==> src/hdl/hbkd_pkg.sv <==
// Package for the HID boot keyboard report decoder.
// Holds the ring sizing, key codes, controller command struct and the US key map.
// No dependencies.
`default_nettype none

package hbkd_pkg;

    localparam int RING_DEPTH = 64;
    localparam int RING_AW    = $clog2(RING_DEPTH);
    localparam int NUM_SLOTS  = 6;
    localparam int SLOT_W     = $clog2(NUM_SLOTS);

    localparam logic [SLOT_W-1:0] SLOT_LAST = SLOT_W'(NUM_SLOTS - 1);

    localparam logic CMD_REPORT = 1'b0;
    localparam logic CMD_READ   = 1'b1;

    localparam logic [7:0] MOD_CTRL_MASK  = 8'h11;
    localparam logic [7:0] MOD_SHIFT_MASK = 8'h22;
    localparam logic [7:0] MOD_ALT_MASK   = 8'h44;

    localparam logic [7:0] KEY_NONE      = 8'h00;
    localparam logic [7:0] KEY_ROLLOVER  = 8'h01;
    localparam logic [7:0] KEY_CAPS_LOCK = 8'h39;

    typedef logic [RING_AW-1:0] ring_ptr_t;
    typedef logic [7:0]         key_code_t;
    typedef logic [6:0]         char_t;

    typedef struct packed {
        logic              load;
        logic              slot_en;
        logic [SLOT_W-1:0] slot_idx;
        logic              finish;
    } hbkd_cmd_t;

    function automatic ring_ptr_t ptr_inc(input ring_ptr_t p);
        ring_ptr_t r;
        if (p == RING_AW'(RING_DEPTH - 1))
            r = '0;
        else
            r = p + 1'b1;
        return r;
    endfunction

    function automatic char_t map_code(input logic [6:0] code, input logic shifted);
        char_t c;
        c = 7'h00;
        if (code >= 7'h04 && code <= 7'h1D) begin
            c = (shifted ? 7'h41 : 7'h61) + (code - 7'h04);
        end
        else begin
            case (code)
                7'h1E: c = shifted ? 7'h21 : 7'h31;
                7'h1F: c = shifted ? 7'h40 : 7'h32;
                7'h20: c = shifted ? 7'h23 : 7'h33;
                7'h21: c = shifted ? 7'h24 : 7'h34;
                7'h22: c = shifted ? 7'h25 : 7'h35;
                7'h23: c = shifted ? 7'h5E : 7'h36;
                7'h24: c = shifted ? 7'h26 : 7'h37;
                7'h25: c = shifted ? 7'h2A : 7'h38;
                7'h26: c = shifted ? 7'h28 : 7'h39;
                7'h27: c = shifted ? 7'h29 : 7'h30;
                7'h28: c = 7'h0A;
                7'h29: c = 7'h1B;
                7'h2A: c = 7'h08;
                7'h2B: c = 7'h09;
                7'h2C: c = 7'h20;
                7'h2D: c = shifted ? 7'h5F : 7'h2D;
                7'h2E: c = shifted ? 7'h2B : 7'h3D;
                7'h2F: c = shifted ? 7'h7B : 7'h5B;
                7'h30: c = shifted ? 7'h7D : 7'h5D;
                7'h31: c = shifted ? 7'h7C : 7'h5C;
                7'h33: c = shifted ? 7'h3A : 7'h3B;
                7'h34: c = shifted ? 7'h22 : 7'h27;
                7'h35: c = shifted ? 7'h7E : 7'h60;
                7'h36: c = shifted ? 7'h3C : 7'h2C;
                7'h37: c = shifted ? 7'h3E : 7'h2E;
                7'h38: c = shifted ? 7'h3F : 7'h2F;
                7'h54: c = 7'h2F;
                7'h55: c = 7'h2A;
                7'h56: c = 7'h2D;
                7'h57: c = 7'h2B;
                7'h58: c = 7'h0A;
                7'h59: c = 7'h31;
                7'h5A: c = 7'h32;
                7'h5B: c = 7'h33;
                7'h5C: c = 7'h34;
                7'h5D: c = 7'h35;
                7'h5E: c = 7'h36;
                7'h5F: c = 7'h37;
                7'h60: c = 7'h38;
                7'h61: c = 7'h39;
                7'h62: c = 7'h30;
                7'h63: c = 7'h2E;
                default: c = 7'h00;
            endcase
        end
        return c;
    endfunction

    function automatic char_t caps_swap(input char_t c, input logic caps);
        char_t r;
        r = c;
        if (caps) begin
            if (c >= 7'h61 && c <= 7'h7A)
                r = c - 7'h20;
            else if (c >= 7'h41 && c <= 7'h5A)
                r = c + 7'h20;
        end
        return r;
    endfunction

endpackage

`default_nettype wire

==> src/hdl/hid_boot_keyboard_report_decoder_top.sv <==
// Top level of the HID boot keyboard report decoder.
// Connects hbkd_ctrl and hbkd_datapath; uses hbkd_pkg.
//
// Channel  Direction  Transaction
// s_axis   in         tuser = command, tdata = modifier byte and six key codes
// m_axis   out        tuser = char_valid, tdata = character and status flags
//
// A report steps through the six key slots, one key slot per cycle, then loads the result
// register once the output register is free; only then is the next item accepted.
// A read skips the key slots; the ring memory read is registered and follows the read pointer.
// Reset clears pointers, flags and key history; ring contents stay undefined, no clearing pass.
// A result waits in the output register under backpressure while the next item is accepted.
`default_nettype none

module hid_boot_keyboard_report_decoder_top
    import hbkd_pkg::*;
(
    input  wire logic        clk,
    input  wire logic        rst_n,
    input  wire logic        s_axis_tvalid,
    output logic             s_axis_tready,
    // Bits from 0: modifier_bits, key_code_0 .. key_code_5.
    input  wire logic [55:0] s_axis_tdata,
    // Bits from 0: command.
    input  wire logic        s_axis_tuser,
    output logic             m_axis_tvalid,
    input  wire logic        m_axis_tready,
    // Bits from 0: char_code, buffer_not_empty, caps_lock_on, shift_held, ctrl_held,
    // alt_held, zero fill.
    output logic [15:0]      m_axis_tdata,
    // Bits from 0: char_valid.
    output logic             m_axis_tuser
);

    hbkd_cmd_t cmd;

    hbkd_ctrl u_ctrl (
        .clk           (clk),
        .rst_n         (rst_n),
        .s_axis_tvalid (s_axis_tvalid),
        .s_axis_tready (s_axis_tready),
        .s_axis_tuser  (s_axis_tuser),
        .m_axis_tvalid (m_axis_tvalid),
        .m_axis_tready (m_axis_tready),
        .cmd           (cmd)
    );

    hbkd_datapath u_datapath (
        .clk            (clk),
        .rst_n          (rst_n),
        .cmd            (cmd),
        .in_data        (s_axis_tdata),
        .in_command     (s_axis_tuser),
        .out_data       (m_axis_tdata),
        .out_char_valid (m_axis_tuser)
    );

endmodule

`default_nettype wire

==> src/hdl/hbkd_ctrl.sv <==
// Controller for the HID boot keyboard report decoder.
// Sequences accept, the six key slots and the result hand-off; uses hbkd_pkg.
`default_nettype none

module hbkd_ctrl
    import hbkd_pkg::*;
(
    input  wire logic      clk,
    input  wire logic      rst_n,
    input  wire logic      s_axis_tvalid,
    output logic           s_axis_tready,
    input  wire logic      s_axis_tuser,
    output logic           m_axis_tvalid,
    input  wire logic      m_axis_tready,
    output hbkd_cmd_t      cmd
);

    localparam logic [1:0] ST_IDLE = 2'd0;
    localparam logic [1:0] ST_SLOT = 2'd1;
    localparam logic [1:0] ST_DONE = 2'd2;

    logic [1:0]        state_reg, state_next;
    logic [SLOT_W-1:0] slot_reg, slot_next;
    logic              m_valid_reg, m_valid_next;

    always_comb
    begin
        state_next    = state_reg;
        slot_next     = slot_reg;
        s_axis_tready = 1'b0;
        cmd           = '0;
        cmd.slot_idx  = slot_reg;
        unique case (state_reg)
            ST_IDLE:
            begin
                s_axis_tready = 1'b1;
                if (s_axis_tvalid)
                begin
                    cmd.load   = 1'b1;
                    slot_next  = '0;
                    state_next = (s_axis_tuser == CMD_READ) ? ST_DONE : ST_SLOT;
                end
            end
            ST_SLOT:
            begin
                cmd.slot_en = 1'b1;
                if (slot_reg == SLOT_LAST)
                    state_next = ST_DONE;
                else
                    slot_next = slot_reg + 1'b1;
            end
            ST_DONE:
            begin
                if (!m_valid_reg || m_axis_tready)
                begin
                    cmd.finish = 1'b1;
                    state_next = ST_IDLE;
                end
            end
            default:
            begin
                state_next = ST_IDLE;
            end
        endcase
    end

    always_comb
    begin
        if (cmd.finish)
            m_valid_next = 1'b1;
        else if (m_axis_tready)
            m_valid_next = 1'b0;
        else
            m_valid_next = m_valid_reg;
    end

    always_ff @(posedge clk or negedge rst_n)
    begin
        if (!rst_n)
        begin
            state_reg   <= ST_IDLE;
            slot_reg    <= '0;
            m_valid_reg <= 1'b0;
        end
        else
        begin
            state_reg   <= state_next;
            slot_reg    <= slot_next;
            m_valid_reg <= m_valid_next;
        end
    end

    assign m_axis_tvalid = m_valid_reg;

    a_one_command: assert property (@(posedge clk) disable iff (!rst_n)
        $onehot0({cmd.load, cmd.slot_en, cmd.finish}))
        else $error("Controller issued more than one command in a cycle.");

    a_last_slot_done: assert property (@(posedge clk) disable iff (!rst_n)
        (cmd.slot_en && cmd.slot_idx == SLOT_LAST) |=> (state_reg == ST_DONE))
        else $error("Controller did not finish after the last key slot.");

    a_finish_shows: assert property (@(posedge clk) disable iff (!rst_n)
        cmd.finish |=> m_valid_reg)
        else $error("Finished result was not presented.");

endmodule

`default_nettype wire

==> src/hdl/hbkd_datapath.sv <==
// Datapath for the HID boot keyboard report decoder.
// Holds key history, modifier and caps lock flags, the character ring and the result register.
// Uses hbkd_pkg; driven by commands from hbkd_ctrl.
`default_nettype none

module hbkd_datapath
    import hbkd_pkg::*;
(
    input  wire logic        clk,
    input  wire logic        rst_n,
    input  wire hbkd_cmd_t   cmd,
    input  wire logic [55:0] in_data,
    input  wire logic        in_command,
    output logic [15:0]      out_data,
    output logic             out_char_valid
);

    key_code_t keys_reg      [NUM_SLOTS];
    key_code_t prev_keys_reg [NUM_SLOTS];
    char_t     ring_mem_reg  [RING_DEPTH];

    logic      is_read_reg;
    logic      caps_reg, caps_next;
    logic [2:0] mods_reg, mods_next;
    ring_ptr_t rd_ptr_reg, rd_ptr_next;
    ring_ptr_t wr_ptr_reg, wr_ptr_next;
    char_t     rd_data_reg;
    logic [15:0] out_data_reg;
    logic      out_valid_reg;

    key_code_t key;
    logic      seen;
    logic      is_new;
    char_t     ch;
    logic      char_ok;
    ring_ptr_t wr_inc;
    logic      push;
    logic      pop;
    logic      not_empty_after;

    always_comb
    begin
        key  = keys_reg[cmd.slot_idx];
        seen = 1'b0;
        for (int j = 0; j < NUM_SLOTS; j++)
        begin
            if (prev_keys_reg[j] == key)
                seen = 1'b1;
        end
        is_new  = (key != KEY_NONE) && (key != KEY_ROLLOVER) && !seen;
        ch      = caps_swap(map_code(key[6:0], mods_reg[0]), caps_reg);
        char_ok = is_new && (key != KEY_CAPS_LOCK) && !key[7] && (ch != 7'h00);
        wr_inc  = ptr_inc(wr_ptr_reg);
        push    = cmd.slot_en && char_ok && (wr_inc != rd_ptr_reg);
        pop     = is_read_reg && (rd_ptr_reg != wr_ptr_reg);
    end

    always_comb
    begin
        caps_next   = caps_reg;
        mods_next   = mods_reg;
        wr_ptr_next = wr_ptr_reg;
        rd_ptr_next = rd_ptr_reg;
        if (cmd.load && in_command == CMD_REPORT)
        begin
            mods_next = {|(in_data[7:0] & MOD_ALT_MASK),
                         |(in_data[7:0] & MOD_CTRL_MASK),
                         |(in_data[7:0] & MOD_SHIFT_MASK)};
        end
        if (cmd.slot_en && is_new && key == KEY_CAPS_LOCK)
            caps_next = ~caps_reg;
        if (push)
            wr_ptr_next = wr_inc;
        if (cmd.finish && pop)
            rd_ptr_next = ptr_inc(rd_ptr_reg);
        not_empty_after = (rd_ptr_next != wr_ptr_reg);
    end

    always_ff @(posedge clk or negedge rst_n)
    begin
        if (!rst_n)
        begin
            caps_reg   <= 1'b0;
            mods_reg   <= '0;
            rd_ptr_reg <= '0;
            wr_ptr_reg <= '0;
            for (int i = 0; i < NUM_SLOTS; i++)
                prev_keys_reg[i] <= '0;
        end
        else
        begin
            caps_reg   <= caps_next;
            mods_reg   <= mods_next;
            rd_ptr_reg <= rd_ptr_next;
            wr_ptr_reg <= wr_ptr_next;
            if (cmd.finish && !is_read_reg)
            begin
                for (int i = 0; i < NUM_SLOTS; i++)
                    prev_keys_reg[i] <= keys_reg[i];
            end
        end
    end

    always_ff @(posedge clk)
    begin
        if (cmd.load)
        begin
            is_read_reg <= in_command;
            for (int i = 0; i < NUM_SLOTS; i++)
                keys_reg[i] <= in_data[8*i+8 +: 8];
        end
        if (push)
            ring_mem_reg[wr_ptr_reg] <= ch;
        rd_data_reg <= ring_mem_reg[rd_ptr_reg];
        if (cmd.finish)
        begin
            out_data_reg  <= {4'b0000, mods_reg[2], mods_reg[1], mods_reg[0], caps_reg,
                              not_empty_after, (pop ? rd_data_reg : 7'h00)};
            out_valid_reg <= pop;
        end
    end

    assign out_data       = out_data_reg;
    assign out_char_valid = out_valid_reg;

    a_push_not_empty: assert property (@(posedge clk) disable iff (!rst_n)
        push |=> (wr_ptr_reg != rd_ptr_reg))
        else $error("Ring looks empty right after a character was stored.");

    a_pop_advances: assert property (@(posedge clk) disable iff (!rst_n)
        (cmd.finish && pop) |=> (rd_ptr_reg == ptr_inc($past(rd_ptr_reg))))
        else $error("Read pointer did not advance after a pop.");

endmodule

`default_nettype wire

==> config.mk <==
export PLATFORM = sky130hd
export DESIGN_NAME = hid_boot_keyboard_report_decoder_top
export DESIGN_NICKNAME = d
export VERILOG_FILES = /design/src/hdl/hbkd_pkg.sv /design/src/hdl/hid_boot_keyboard_report_decoder_top.sv /design/src/hdl/hbkd_ctrl.sv /design/src/hdl/hbkd_datapath.sv
export SDC_FILE = /design/constraint.sdc
export NUM_CORES = 1
export LEC_CHECK = 0
export BUFFER_PORTS_ARGS = -buffer_cell sky130_fd_sc_hd__buf_4
export CORE_ASPECT_RATIO = 1.4
export CORE_MARGIN = 2
export CORE_UTILIZATION = 56
export DETAILED_ROUTE_END_ITERATION = 8
export PLACE_DENSITY_LB_ADDON = 0.12
export SLEW_MARGIN = 20
export SYNTH_ARGS = -nofsm -noshare
export SYNTH_HDL_FRONTEND = slang
export SYNTH_SLANG_ARGS = --single-unit
==> constraint.sdc <==
create_clock -name clk -period 8.8 [get_ports clk]
set_input_delay 0.44 -clock clk [delete_from_list [all_inputs] [get_ports clk]]
set_output_delay 0.44 -clock clk [all_outputs]
set_load 0.05 [all_outputs]
==> results.md, run 1 <==
- Clk buf depth: 3
- Hold Buf Count CTS: 0
- Residual DRC: 0
- Worst-path maximum fanout: 35
- Avg Vias per Cell: 6.346
- Nets: between 1.5k and 2k
- Initial antenna violation count: 0
- Most frequent CP cell: buf_4
- FF+latch count, synth: 587
- Largest stage delay, worst path: 0.94 ns
- Dpl hpwl: 36,430 µm
- Multi-input logic area: 0.007619 mm²
- DRT antenna net count: 0
- Share of cells above drive strength 1: between 20 and 30%
- Synth Flop Type: edfxtp_1
- Rows: 92
- Initial Util: a little under three fifths
- Yosys warns: 0
- Die Wd: 183.7 µm
- GRT Max-Usage Layer: met2
- Num CTS Buffers: 52
- Drt wl/cell: approximately 26 µm
- M2 GR Usage: 43.57%
- Asr flop ratio synth: 11.93%
- Maxcap violations: 0
- GP Congestion: 0.8579
- Global-route track usage on met1: 31.22%
- Fin crit period: 7.591 ns
- Initial DRC count: 1,373
- Clk slew on worst S/H paths: approximately 0.060 ns
- Port bufs: 73
- CP delay by family, top: simple AND/OR/NAND/NOR gates
- Worst clock skew: about 0.014 ns
- Number of global-route vias before repair: between 10k and 15k
- Cell area after layout: around 0.028 mm²
- Slowest cell on crit path: nor4_2
- Crit path capture type: flop
- Fill cells: 3,117
- Final setup vio count: 0
- Ranking of synthesized cells by area: edfxtp_1 61%, mux4_2 14%, dfrtp_1 6.9%
- Most frequent cell after synthesis: edfxtp_1
- Die ar.: 0.04694 mm²
- CTS tree: yes
- WP data arrival: a little under 8 ns
- Register area: 0.01721 mm²
- Post-synth EDFFs: 510
- DP Area: 0.02673 mm²
- # Post-CTS Setup Buffers: 0
- Largest net degree at the start of global routing: 78
- CTS resizes: 0
- Fmax: 131.7 MHz
- Clock Latency Late Sink: 0.59 ns
- Worst-Margin Slew: 1.047 ns
- H-tree Lvls: 2
- Vias: 13.56k
- Library cells used by synthesis: 79
- Final core utilization: 63.35%
- Synth area leader: edfxtp_1
- Sequential share of the synthesized area: 67.98%
- Outcome: complete, but fails checks
- Final hold violation count: 10
- Relative slew slack: 30.17%
- Failing checks: hold timing
- Mapped Area: 0.02531 mm²
- Met3 usage: under 10%
- IO Pins: 80
- Clk sink count: about 590
- RSZ-0062 raised after global routing: no
- DRT Pass-1 Iters: 7
- Routed Wire Length: 56,490 µm
- Tcrit/Tclk final: 86.26%
- Synth top area share: 60.51%
- CP Class: reg -> reg
- CTS Root Cell: clkbuf_16
- Max FFs per register: 448
- CP startpoint kind: flop
- Slew Limit Fails: 0
- Crit path buf inv count: 4
- Area Overhead vs Synth: 12.08%
- Setup TNS: 0 ns
- Core Region: 0.04478 mm²
- Worst hold slack: -0.02290 ns
- Antenna Cells: 0
- Syn Area/Cell: 17.67 µm²
- Required time of the worst setup path: 9.01 ns
- Hold WC Path Type: in -> async
- Die Y: between 200 and 300 µm
- Global-route wire length before repair: 85,970 µm
- Synth Instances: 1,432
- Most instantiated cells after synthesis: 510 x edfxtp_1, 153 x mux4_2, 70 x dfrtp_1, 53 x clkbuf_1, 50 x mux2_2
- GRT Overall Usage: 24.60%
- Critical path, cell by cell: buf_4 > mux4_2 > a21oi_1 > buf_4 > ha_1 > nand2_1 > o211ai_1 > o311a_1 > or3b_1 > o21ai_2 > inv_2 > buf_4 > o211ai_1 > and3b_1 > or2_0 > a311oi_1 > a21o_2 > nand2_2 > nor4_2
- GR Overflow Total: 0
[metrics by stage]
step	instances	setup WS, ns
2_1_floorplan	1435	0.3514
3_3_place_gp	2043	1.399
3_5_place_dp	2043	1.247
4_1_cts	2137	1.214
5_1_grt	2137	0.5912
6_report	2137	1.209
[cell families (layout without fill, tap and decap cells)]
kind of cell,after synthesis,count (layout),share of synthesized area (%)
buf+inv,125,263,2.101
xor+xnor,64,64,2.269
simple gates,257,257,5.745
mux,227,227,16.83
compound gates,151,151,4.064
fa+ha+maj,20,20,0.9887
flops,587,587,67.98
other cells,1,4,0.01482
[worst paths after layout]
kind	from	endpoint	slack (ns)	depth (start not counted)
worst max register to register	u_ctrl.slot_reg[0]	u_datapath.ring_mem_reg[13][2]	1.21	19
min in group clk	s_axis_tdata[20]	u_datapath.keys_reg[1][4]	0.03	1
worst max-delay path	u_ctrl.slot_reg[0]	u_datapath.ring_mem_reg[13][2]	1.21	19
worst min register to register	u_datapath.mods_reg[1]	u_datapath.out_data[10]	0.45	0
worst min-delay path	rst_n	u_datapath.prev_keys_reg[27]	-0.02	1
max in group asynchronous	rst_n	u_datapath.rd_ptr_reg[1]	8.05	1
[cell usage in the layout, fill, tap and decap left out, drive strengths merged, types with 10 or more instances in the layout]
| cell | count |
|---|---|
| clkbuf | 67 |
| dfrtp | 70 |
| xnor2 | 48 |
| edfxtp | 510 |
| a21oi | 36 |
| xor2 | 15 |
| nand3 | 38 |
| and2 | 12 |
| o21ai | 27 |
| mux2i | 21 |
| o211ai | 12 |
| buf | 142 |
| clkinv | 16 |
| nor2 | 34 |
| nor4 | 26 |
| or3 | 10 |
| inv | 30 |
| nor3 | 65 |
| mux2 | 53 |
| ha | 20 |
| mux4 | 153 |
| nand2 | 37 |
[metal layers]
layer  part of all wire, %  wire length [µm]  up-vias
li1                      -                 -     5959
met1                    38             21490     6965
met2                    53             30110      501
met3                   4.6              2599      137
met4                   4.1              2293        0
met5                     0                 0        -
[area by class of cell]
| type | instances | area share [%] |
|---|---|---|
| clock buffer | 67 | 4.931 |
| tap | 564 | 2.488 |
| clock inverter | 27 | 0.8337 |
| multi-input combinational | 723 | 26.86 |
| timing repair buffer | 142 | 3.846 |
| sequential | 587 | 60.69 |
| inverter | 27 | 0.3573 |
Power of run 1 is left out: the tool's default activity adds up to more than one toggle a clock period on the data nets, which glitch-free logic cannot reach.
==> inputs of run 2 (changes only) <==
--- a/config.mk
+++ b/config.mk
@@ -11,6 +11,7 @@
 export CORE_UTILIZATION = 56
 export DETAILED_ROUTE_END_ITERATION = 8
 export PLACE_DENSITY_LB_ADDON = 0.12
+export REMOVE_ABC_BUFFERS = 1
 export SLEW_MARGIN = 20
 export SYNTH_ARGS = -nofsm -noshare
 export SYNTH_HDL_FRONTEND = slang
==> results.md, run 2 (synthesis gave the netlist of run 1 again) <==
- IO Pins: 80
- Worst-Margin Slew: approximately 1.2 ns
- Die ar.: around 0.047 mm²
- WP data arrival: 7.66 ns
- DRT antenna net count: 0
- Nets: about 1.6k
- Reg2Reg Setup Slack: between 1 and 1.5 ns
- Global-route wire length before repair: approximately 86,000 µm
- Final core utilization: between 60% and 70%
- Final hold violation count: 7
- Die Wd: 183.7 µm
- Num CTS Buffers: 52
- CTS resizes: 0
- GRT Overall Usage: 24.66%
- CP Class: reg -> reg
- Final setup vio count: 0
- Largest net degree at the start of global routing: 73
- Dpl hpwl: 36,440 µm
- Drt wl/cell: between 20 and 30 µm
- DRT Pass-1 Iters: 5
- Residual DRC: 0
- Fmax: 134.2 MHz
- Maxcap violations: 0
- Most frequent CP cell: buf_4
- Fill cells: 3,166
- CTS tree: yes
- Slew Limit Fails: 0
- Failing checks: hold timing
- GP Congestion: 0.8891
- Initial DRC count: 1,310
- # Post-CTS Setup Buffers: 0
- Max FFs per register: 448
- Slowest cell on crit path: mux2i_1
- Most common cell after layout, fill and taps aside: edfxtp_1
- Largest stage delay, worst path: 0.70 ns
- Outcome: complete, but fails checks
- Worst hold slack: -0.006219 ns
- Die Y: 255.5 µm
- Fin crit period: about 7.5 ns
- Rows: between 90 and 100
- Worst clock skew: 0.01768 ns
- Hold WC Path Type: in -> async
- GR Overflow Total: 0
- Avg Vias per Cell: approximately 6.3
- Required time of the worst setup path: 9.01 ns
- Clk sink count: a little under 600
- Port bufs: 73
- Clk slew on worst S/H paths: 0.06 ns
- Initial antenna violation count: 0
- Vias: about 14k
- RSZ-0062 raised after global routing: no
- Critical path, cell by cell: mux4_2 > mux2i_1 > ha_1 > nand2_1 > a21boi_0 > a211oi_1 > a31o_2 > a221o_2 > buf_4 > inv_1 > a41oi_1 > and3b_1 > or2_0 > a311oi_1 > a21o_2 > nand2_2 > buf_4 > nor3_2
- Antenna Cells: 0
- Relative slew slack: 23.02%
- CTS Root Cell: clkbuf_16
- Area Overhead vs Synth: 11.94%
- Hold Buf Count CTS: 0
- Routed Wire Length: around 56,000 µm
- Setup TNS: 0 ns
- Core Region: 0.04478 mm²
- Share of cells above drive strength 1: 29.32%
- Number of global-route vias before repair: 13.86k
- CP startpoint kind: flop
- Crit path capture type: flop
- Initial Util: 56.52%
- Crit path buf inv count: 3
- CP delay by family, top: compound AO/OA/AOI/OAI gates
- Commonest cells after routing, fill and taps aside: 510 x edfxtp_1, 153 x mux4_2, 135 x buf_4
- Clock Latency Late Sink: between 0.5 and 0.6 ns
- Clk buf depth: 3
- Tcrit/Tclk final: a little over four fifths
- Worst-path maximum fanout: 58
- H-tree Lvls: 2
[run 2: worst paths after layout]
check,startpoint,end,cells after the start
max,u_ctrl.slot_reg[0],u_datapath.ring_mem_reg[7][4],18
min,rst_n,u_datapath.prev_keys_reg[35],1
max reg2reg,u_ctrl.slot_reg[0],u_datapath.ring_mem_reg[7][4],18
min reg2reg,u_datapath.mods_reg[2],u_datapath.out_data[11],0
max in group asynchronous,rst_n,u_datapath.rd_ptr_reg[1],1
min in group clk,s_axis_tdata[45],u_datapath.keys_reg[4][5],1
[run 2: stage by stage]
step,worst slack [ns],cell area (µm²),std cells
after global placement,1.542,26650,2036
after CTS,1.340,28330,2133
after detailed placement,1.369,26650,2036
after global routing,0.7293,28330,2133
after floorplan,0.2492,24890,1337
final,1.350,28330,2133
[run 2: final cells by class]
class | instances | area, µm² | area share [%]
clock buffer | 73 | 1410 | 4.977
clock inverter | 24 | 262.8 | 0.9274
inverter | 27 | 101.3 | 0.3577
multi-input combinational | 723 | 7624 | 26.91
sequential | 587 | 17210 | 60.76
tap | 564 | 705.7 | 2.491
timing repair buffer | 135 | 1013 | 3.577
[run 2: routing by layer]
| layer | GRT usage (%) | up-vias | share of wire [%] |
|---|---|---|---|
| li1 | - | 5955 | - |
| met1 | 30.45 | 7020 | 37 |
| met2 | 44.31 | 421 | 54 |
| met3 | 2.860 | 123 | 4.4 |
| met4 | 9.689 | 0 | 4.4 |
| met5 | 0 | - | 0 |
Power of run 2 is left out for the same reason.
==> inputs of run 3 (changes only) <==
--- a/config.mk
+++ b/config.mk
@@ -8,7 +8,7 @@
 export BUFFER_PORTS_ARGS = -buffer_cell sky130_fd_sc_hd__buf_4
 export CORE_ASPECT_RATIO = 1.4
 export CORE_MARGIN = 2
-export CORE_UTILIZATION = 56
+export CORE_UTILIZATION = 62
 export DETAILED_ROUTE_END_ITERATION = 8
 export PLACE_DENSITY_LB_ADDON = 0.12
 export REMOVE_ABC_BUFFERS = 1
==> constraint.sdc (replaced) <==
create_clock -name clk -period 7.56 [get_ports clk]
set_input_delay 0.378 -clock clk [delete_from_list [all_inputs] [get_ports clk]]
set_output_delay 0.378 -clock clk [all_outputs]
set_load 0.05 [all_outputs]
==> results.md, run 3 (synthesis gave the netlist of run 1 again) <==
- Worst-Margin Slew: 1.096 ns
- Dpl hpwl: 37,000 µm
- GR Overflow Total: 0
- Fin crit period: 7.111 ns
- Port bufs: 73
- Drt wl/cell: 26.59 µm
- GP Congestion: ~0.95
- Crit path buf inv count: 3
- Clk sink count: 587
- Clk slew on worst S/H paths: 0.06 ns
- DRT Pass-1 Iters: 6
- WP data arrival: ~7.3 ns
- IO Pins: 80
- Outcome: finished clean
- Routed Wire Length: ~58,000 µm
- DP Area: 0.02678 mm²
- CP startpoint kind: flop
- H-tree Lvls: 2
- Fmax: between 100 and 150 MHz
- Share of cells above drive strength 1: 29.19%
- Largest net degree at the start of global routing: 71
- Vias: 13.95k
- # Post-CTS Setup Buffers: 0
- Commonest cells after routing, fill and taps aside: 510 x edfxtp_1, 153 x mux4_2, 149 x buf_4
- Initial DRC count: 1,274
- CP delay by family, top: simple AND/OR/NAND/NOR gates
- Slowest cell on crit path: dfrtp_1
- Core Region: 0.04028 mm²
- Num CTS Buffers: just over 50
- Tcrit/Tclk final: 94.06%
- Relative slew slack: 26.93%
- Initial antenna violation count: 0
- Hold Buf Count CTS: 50
- Number of global-route vias before repair: 14.40k
- DRT antenna net count: 0
- Area Overhead vs Synth: 14.30%
- Global-route wire length before repair: 88,270 µm
- Largest stage delay, worst path: 0.70 ns
- Required time of the worst setup path: 7.77 ns
- RSZ-0062 raised after global routing: no
- Crit path capture type: flop
- Rows: 87
- Fill cells: 2,532
- Worst hold slack: 0.07412 ns
- Nets: between 1.5k and 2k
- CP Class: reg -> reg
- Worst clock skew: 0.02206 ns
- Avg Vias per Cell: about 6.4
- Worst slack at placement: 0.6192 ns
- Cell area after layout: just under 0.03 mm²
- Max FFs per register: 448
- GRT Overall Usage: 27.89%
- Residual DRC: 0
- Clock Latency Late Sink: 0.59 ns
- Die Wd: 174.8 µm
- Critical path, cell by cell: mux2i_1 > mux4_2 > inv_1 > ha_1 > or4_1 > a22oi_1 > nor3_1 > o21ai_0 > a21boi_0 > a31oi_1 > ha_1 > inv_1 > a21boi_0 > and3b_1 > or2_0 > a311oi_1 > a21o_2 > nand2_2 > buf_12 > nor3_2
- Worst-path maximum fanout: 34
- Hold WC Path Type: in -> reg
- Final hold violation count: 0
- CTS tree: yes
- Most common cell after layout, fill and taps aside: edfxtp_1
- Die ar.: 0.04248 mm²
- Slew Limit Fails: 0
- Initial Util: a little over three fifths
- Maxcap violations: 0
- CTS resizes: 0
- Setup WS post-layout: about 0.45 ns
- Final core utilization: 71.83%
- Clk buf depth: 3
- Die Y: 243.1 µm
- Final setup vio count: 0
- CTS Root Cell: clkbuf_16
-- run 3: metal layers --
| layer | up-vias | track usage, % | wire, µm |
|---|---|---|---|
| met5 | - | 0 | 0 |
| met4 | 0 | 11.32 | 2674 |
| met3 | 147 | 3.211 | 2705 |
| met2 | 490 | 50.78 | 31640 |
| met1 | 7244 | 33.86 | 20650 |
| li1 | 6069 | - | - |
-- run 3: final timing paths --
path	startpoint	to	slack, ns	cells past startpoint
max in group asynchronous	rst_n	u_datapath.rd_ptr_reg[0]	6.32	2
min in group asynchronous	rst_n	u_datapath.prev_keys_reg[2]	0.48	2
setup / recovery	u_ctrl.slot_reg[1]	u_datapath.ring_mem_reg[62][0]	0.45	20
setup reg to reg	u_ctrl.slot_reg[1]	u_datapath.ring_mem_reg[62][0]	0.45	20
hold reg to reg	u_datapath.mods_reg[2]	u_datapath.out_data[11]	0.46	0
hold / removal	s_axis_tdata[2]	u_datapath.mods_reg[2]	0.07	3
-- run 3: final cells by class --
| type | instances | area (µm²) | share of cell area (%) |
|---|---|---|---|
| sequential | 587 | 17210 | 59.50 |
| multi-input combinational | 723 | 7634 | 26.39 |
| timing repair buffer | 203 | 1707 | 5.899 |
| clock buffer | 72 | 1436 | 4.965 |
| tap | 534 | 668.1 | 2.310 |
| clock inverter | 22 | 165.2 | 0.5709 |
| inverter | 27 | 102.6 | 0.3547 |
| antenna | 1 | 2.502 | 0.008650 |
-- run 3: through the flow --
stage	setup TNS, ns	instances
after CTS	0	2167
after floorplan	-381.27	1337
after global placement	0	2023
after detailed placement	0	2023
final	0	2169
after global routing	0	2168
-- run 3: worst register-to-register path, cell delays in order (launching register included) --
cell,delay [ns]
dfrtp_1,0.70
mux2i_1,0.40
mux4_2,0.51
inv_1,0.12
ha_1,0.48
or4_1,0.66
a22oi_1,0.21
nor3_1,0.07
o21ai_0,0.24
a21boi_0,0.28
a31oi_1,0.33
ha_1,0.37
inv_1,0.13
a21boi_0,0.09
and3b_1,0.25
or2_0,0.22
a311oi_1,0.33
a21o_2,0.24
nand2_2,0.24
buf_12,0.28
nor3_2,0.61
Power of run 3 is left out for the same reason.
